[config.mk]
export PLATFORM = sky130hd
export DESIGN_NAME = sqmm_div
export DESIGN_NICKNAME = d
export VERILOG_FILES = /design/src/sv/sqmm_pkg.sv /design/src/sv/sqmm_div.sv
export SDC_FILE = /design/constraint.sdc
export NUM_CORES = 1
export LEC_CHECK = 0
export ABC_AREA = 0
export BUFFER_PORTS_ARGS = -buffer_cell sky130_fd_sc_hd__buf_2
export CORE_MARGIN = 4
export CORE_UTILIZATION = 55
export DETAILED_ROUTE_END_ITERATION = 12
export MAX_ROUTING_LAYER = met4
export PLACE_DENSITY = 0.86
export SYNTH_ARGS = -nofsm -noshare
export SYNTH_HDL_FRONTEND = slang
export SYNTH_SLANG_ARGS = --single-unit
[constraint.sdc]
create_clock -name clk -period 5.1 [get_ports clk]
set_input_delay 0.765 -clock clk [delete_from_list [all_inputs] [get_ports clk]]
set_output_delay 0.765 -clock clk [all_outputs]
set_load 0.02 [all_outputs]
[src/sv/sqmm_pkg.sv]
package sqmm_pkg;

  localparam int DIM_MAX_DEF = 128;
  localparam int VAL_W = 24;
  localparam int DIST_W = 57;

  localparam logic [2:0] ACT_CLEAR = 3'd0;
  localparam logic [2:0] ACT_TRAIN = 3'd1;
  localparam logic [2:0] ACT_SEAL = 3'd2;
  localparam logic [2:0] ACT_ENCODE = 3'd3;
  localparam logic [2:0] ACT_DIST = 3'd4;

  localparam logic [1:0] ST_OK = 2'd0;
  localparam logic [1:0] ST_UNTRAINED = 2'd1;
  localparam logic [1:0] ST_RANGE = 2'd2;
  localparam logic [1:0] ST_SEALED = 2'd3;

  // Byte addresses of the configuration registers.
  localparam logic [2:0] REG_BITS = 3'd0;
  localparam logic [2:0] REG_DIM = 3'd4;

  localparam logic [VAL_W-1:0] V_MAX = 24'h7FFFFF;
  localparam logic [VAL_W-1:0] V_MIN = 24'h800000;

  typedef struct packed {
    logic [2:0] action;
    logic [6:0] dim_index;
    logic signed [23:0] sample_value;
    logic [7:0] stored_code;
    logic first_element;
    logic last_element;
  } req_t;

  typedef struct packed {
    logic [7:0] code_out;
    logic signed [23:0] reconstructed;
    logic [56:0] distance_sum;
    logic [1:0] status;
    logic last_out;
  } rsp_t;

  // Request to the shared divider.
  typedef struct packed {
    logic start;
    logic [32:0] dividend;
    logic [24:0] divisor;
  } div_req_t;

  typedef struct packed {
    logic done;
    logic busy;
    logic [32:0] quotient;
  } div_rsp_t;

endpackage

[src/sv/sqmm_div.sv]
// Restoring divider, one quotient bit per cycle, unsigned operands.
module sqmm_div (
  input  logic              clk,
  input  logic              rst,
  input  sqmm_pkg::div_req_t req,
  output sqmm_pkg::div_rsp_t rsp
);

  logic [32:0] quo;
  logic [25:0] rem;
  logic [24:0] dsr;
  logic [5:0] cnt;
  logic busy;
  logic done;
  logic [25:0] trial;

  assign trial = {rem[24:0], quo[32]};

  // Load the operands on start; while busy, shift in one dividend bit and subtract where it fits.
  always_ff @(posedge clk) begin
    if (rst) begin
      busy <= 1'b0;
      done <= 1'b0;
      cnt <= '0;
    end else begin
      done <= 1'b0;
      if (req.start) begin
        busy <= 1'b1;
        cnt <= 6'd33;
        quo <= req.dividend;
        rem <= '0;
        dsr <= req.divisor;
      end else if (busy) begin
        if (trial >= {1'b0, dsr}) begin
          rem <= trial - {1'b0, dsr};
          quo <= {quo[31:0], 1'b1};
        end else begin
          rem <= trial;
          quo <= {quo[31:0], 1'b0};
        end
        cnt <= cnt - 6'd1;
        if (cnt == 6'd1) begin
          busy <= 1'b0;
          done <= 1'b1;
        end
      end
    end
  end

  assign rsp.done = done;
  assign rsp.busy = busy;
  assign rsp.quotient = quo;

`ifndef NO_ASSERTIONS
  a_done_after_busy: assert property (@(posedge clk) disable iff (rst)
    rsp.done |-> $past(busy)) else $error("divider done without work");
  a_no_start_busy: assert property (@(posedge clk) disable iff (rst)
    busy |-> !req.start) else $error("divider restarted while busy");
`endif

endmodule

* Word level (Yosys, flattened, before mapping) *
Cells that the tools add are included.

word-level totals
  flip-flop bits (word level) = 91
  logic and storage cells = 29
  bits of input ports = 61
  output and inout bits = 35

operators by class
  muxes and demuxes = 11
  reduce and logical (&&, ||, !) cells = 5
  add/sub/neg operators = 2
  eq/ne operators = 1
  $lt $le $gt $ge = 1
  bitwise operators = 2

operator list
  operator                                           count
  two-way mux 33 bit                                 2
  two-way mux 25 bit                                 2
  >= comparator 26 x 25 -> 1 bit                     1
  subtractor 25 bit                                  1
  two-way mux 6 bit                                  2
  == test 6 x 1 -> 1 bit (second input constant)     1
  subtractor 6 x 1 -> 6 bit (second input constant)  1
  two-way mux 1 bit                                  5
  AND reduction 2 bit                                2
  OR reduction 3 bit                                 1
  NOT 1 bit                                          2
  nonzero test 2 bit                                 1
  OR reduction 2 bit                                 1

* Longest topological paths before layout *
  depth after elaboration = 4
  mapped depth = 14
  depth with buffers taken out = 12

* Least setup slack after synthesis *
OpenSTA, ideal clock, no wires.

  kind = input-to-reg
  from = input req[58] (netlist bit)
  to = register quo[0] (enable)
  path buffers = 2
  data required time = 4.626 ns
  data arrival time = 3.953 ns
  setup time = 0.474 ns
  path slack = 0.673 ns
  cell stages on the path = 4
  cell sequence = clkbuf_1 -> clkbuf_1 -> nor2_1 -> nor2_1

on the way
  cells in the longest elaborated chain, start to end = 2

RTL lines
  what                           RTL line        source
  start: declaration             sqmm_div.sv:5   input sqmm_pkg::div_req_t req,
  nonzero test 2 bit (no line)   n/a
  AND reduction 2 bit (no line)  n/a
  end signal: assignment         sqmm_div.sv:30  quo <= req.dividend;
  end signal: assignment         sqmm_div.sv:36  quo <= {quo[31:0], 1'b1};
  end signal: assignment         sqmm_div.sv:39  quo <= {quo[31:0], 1'b0};
  end: declaration               sqmm_div.sv:9   logic [32:0] quo;

Every way passes these cells.
A chain may end at the register's enable or synchronous reset.

* Final worst setup path *
  from = register quo[32]
  to = register quo[0], data pin

on the way
  cells in the longest elaborated chain, start to end = 4

RTL lines
  what                            RTL line        source
  >= comparator 26 x 25 -> 1 bit  sqmm_div.sv:34  if (trial >= {1'b0, dsr}) begin
  two-way mux 1 bit               sqmm_div.sv:34
  two-way mux 33 bit              sqmm_div.sv:33  end else if (busy) begin
  two-way mux 33 bit              sqmm_div.sv:27  if (req.start) begin

Every way passes these cells. The select of a mux whose other input is x is not followed.

==> metrics.md <==
| Metric | Value |
|---|---|
| Slowest cell on crit path | edfxtp_1 |
| Worst setup SP type | register |
| Slew at the pin closest to its max-slew limit | around 0.75 ns |
| CTS sink count | 91 |
| Share of total power in the clock network | between 20% and 30% |
| HPWL after DPL | around 7500 um |
| Most frequent CP cell | inv_1 |
| Final core utilization | 66.0% |
| Critical-path maximum fanout | 23 |
| Maximum vdd drop | between 200 and 250 uV |
| Most used flip-flop cell after synthesis | edfxtp_1 |
| Post-Syn Nets | ~530 |
| Die width | approximately 100 um |
| Rel. slew slack | about half |
| Register bit count reported by yosys | just over 90 |
| Congestion Overflow GR | 0 |
| Ranking of synthesized cells by area | edfxtp_1, mux2_2, ha_1 |
| Share of the yosys chip area belonging to registers | between 50% and 60% |
| Max Clock Skew | around 0.018 ns |
| Post-synth EDFFs | between 80 and 90 |
| Vias in the first global route | around 3.8k |
| Leading area contributor after synthesis | edfxtp_1 |
| Wire per inst | 16.1 um |
| TritonCTS Buffers | 9 |
| Synth top area share | between 40% and 50% |
| CTS root buffer | clkbuf_8 |
| CP Data Arrival Time | between 3 and 4 ns |
| IO Count | 96 |
| Sw frac | around 30% |
| Final ANT Viol Nets | 0 |
| Status | completed |
| P_sw | ~0.61 mW |
| 1st-pass router iterations | 4 |
| CTS H-tree lvls | 3 |
| Routed WL | between 10000 and 15000 um |
| Leakage power | ~2.5 nW |
| Insertion delay to the later sink of the worst-skew pair | 0.37 ns |
| Power Internal | roughly 1.4 mW |
| Sum of negative setup slack | 0 ns |
| DR DRC count | 0 |
| Commonest non-fill, non-tap cell in the layout | buf_2 |
| Starting DRC count in detailed routing | ~200 |
| # nets final | slightly above 600 |
| Unique cell type count in the Yosys netlist | between 50 and 60 |
| Post-Syn Area | 0.00506 mm2 |
| F_max | around 300 MHz |
| Syn. warnings | 0 |
| Post-CTS sizing | 0 |
| CP cell instances | inv_1 -> ha_1 -> inv_1 -> fa_1 -> a21o_1 -> a221oi_2 -> o221ai_2 -> a31oi_4 -> a21oi_2 -> o21a_1 -> buf_4 -> mux2_2 |
| Share of cells above drive strength 1 | 29.8% |
| Clk slew on worst S/H paths | ~0.09 ns |
| Via/cell ratio | around 5.7 |
| Die ar. | roughly 0.011 mm2 |
| Initial antenna violation count | 0 |
| Max Cap Viol | 0 |
| CTS tree | yes |
| # Post-CTS Setup Buffers | 0 |
| Pwr Total | 2.02 mW |
| RSZ-0062 raised after global routing | no |
| Total track usage | 19.8% |
| Commonest non-fill, non-tap cells in the layout | buf_2, edfxtp_1, inv_1, mux2_2, nor2_1 |
| Row cnt | 34 |
| Count of final hold-check violations | 0 |
| Max Slew Vio Count | 0 |
| Kind of critical path | register to register |
| Placer Congestion | a little over 0.9 |
| Async set or reset register ratio after synthesis | 0% |
| Global-route wire length before repair | around 17000 um |
| Die H | 104 um |
| Critical Path RT | ~5.2 ns |
| # hold bufs at CTS | 0 |
| Area Overhead vs Synth | 15.4% |
| Final setup fails | 0 |
| CP endpoint kind | register |
| Initial Util | a little under three fifths |
| Syn avg cell area | around 12 um2 |
| Crit path time final | between 3 and 4 ns |
| Ant diodes | 0 |
| Synth Instances | 440 |
| Comb pwr share | 27.8% |
| Sequential share of power | 45.9% |
| Core area | 0.00885 mm2 |
| Hold Crit Class | register to register |
| PortBufs | 95 |
| Largest net degree at the start of global routing | ~60 |
| Pwr/cell area | about 350 mW/mm2 |
| CTS max path bufs | 2 |
| DR vias | approximately 3.7k |
| CP max stage delay | around 0.4 ns |
| Crit share post-route | 66.8% |
==> sequential cells by signal, indices dropped and copies added, names as in the netlist <==
signal  cells
done        1
dsr        25
quo        33
rem        25
busy        1
cnt         6
==> Yosys cell counts, types with 2 or more instances <==
cell and n:
buf_4 2, and2_1 3, nor3_1 11, buf_6 2
edfxtp_1 83, o211ai_1 2, nand2_1 29, buf_2 2
mux2i_1 9, clkbuf_1 13, nor2_1 35, a21o_1 9
a31oi_1 2, mux2_2 34, xor2_1 8, or3_1 3
ha_1 27, a21oi_1 28, a211oi_2 4, o21ai_0 11
nand3_1 8, nor2b_1 5, xnor2_1 13, nand4_1 4
inv_1 36, and3_1 11, o21a_1 3, a211oi_1 4
a21boi_0 2, a211o_1 2, o31ai_1 5, dfxtp_1 8
==> metal layers <==
layer,part of all wire [%],track usage [%],vias up
met5,0,-,-
met4,2.1,6.55,0
met3,6.3,4.47,22
met2,47,31.5,123
met1,45,25.2,1711
li1,-,-,1797
==> kinds of logic after synthesis <==
logic type | Yosys count | share of synthesized area, %
simple gates | 115 | 10.7
flops | 91 | 52.4
mux | 43 | 9.34
buf+inv | 55 | 4.57
xor+xnor | 21 | 3.63
fa+ha+maj | 28 | 7.07
compound gates | 87 | 12.3
==> per-stage QoR <==
step	hold WS, ns	setup WS, ns	cells	instance area [um2]
final	0.509	1.69	645	5840
after global routing	0.532	1.50	645	5840
after CTS	0.515	1.70	645	5840
after detailed placement	0.501	1.71	629	5620
after global placement	0.489	1.80	629	5620
after floorplan	0.469	0.673	440	5060
==> cell type report <==
cell class	instances	area, um2
fillers	688	3010
flip-flops and latches	91	2650
multi-input cells	294	2190
repair buffers	100	513
inverters	36	135
well taps	108	135
clock buffers	10	128
clock inverters	6	88.8
==> final timing paths <==
kind / start / end / slack (ns) / cells after the start
hold / removal: cnt[1] / cnt[1] / 0.51 / 2
setup / recovery: quo[32] / quo[0] / 1.69 / 12
hold reg to reg: cnt[1] / cnt[1] / 0.51 / 2
setup reg to reg: quo[32] / quo[0] / 1.69 / 12
==> power groups by stage <==
stage / combinational (mW) / sequential, mW / clock, mW
6_report: 0.563 / 0.928 / 0.532
5_1_grt: 0.626 / 0.934 / 0.572
4_1_cts: 0.560 / 0.928 / 0.540
3_5_place_dp: 0.555 / 0.943 / 0
3_3_place_gp: 0.538 / 0.941 / 0
2_1_floorplan: 0.414 / 0.959 / 0
==> critical path, delay by kind of cell, from the launching register on <==
family | cells | cell delay, ns
AO/OA/AOI/OAI | 6 | 1.47
multiplexers | 1 | 0.29
adder cells (fa/ha/maj) | 2 | 0.56
flip-flops | 1 | 0.41
buffers and inverters | 3 | 0.41
Power figures use the tool's default switching activity.
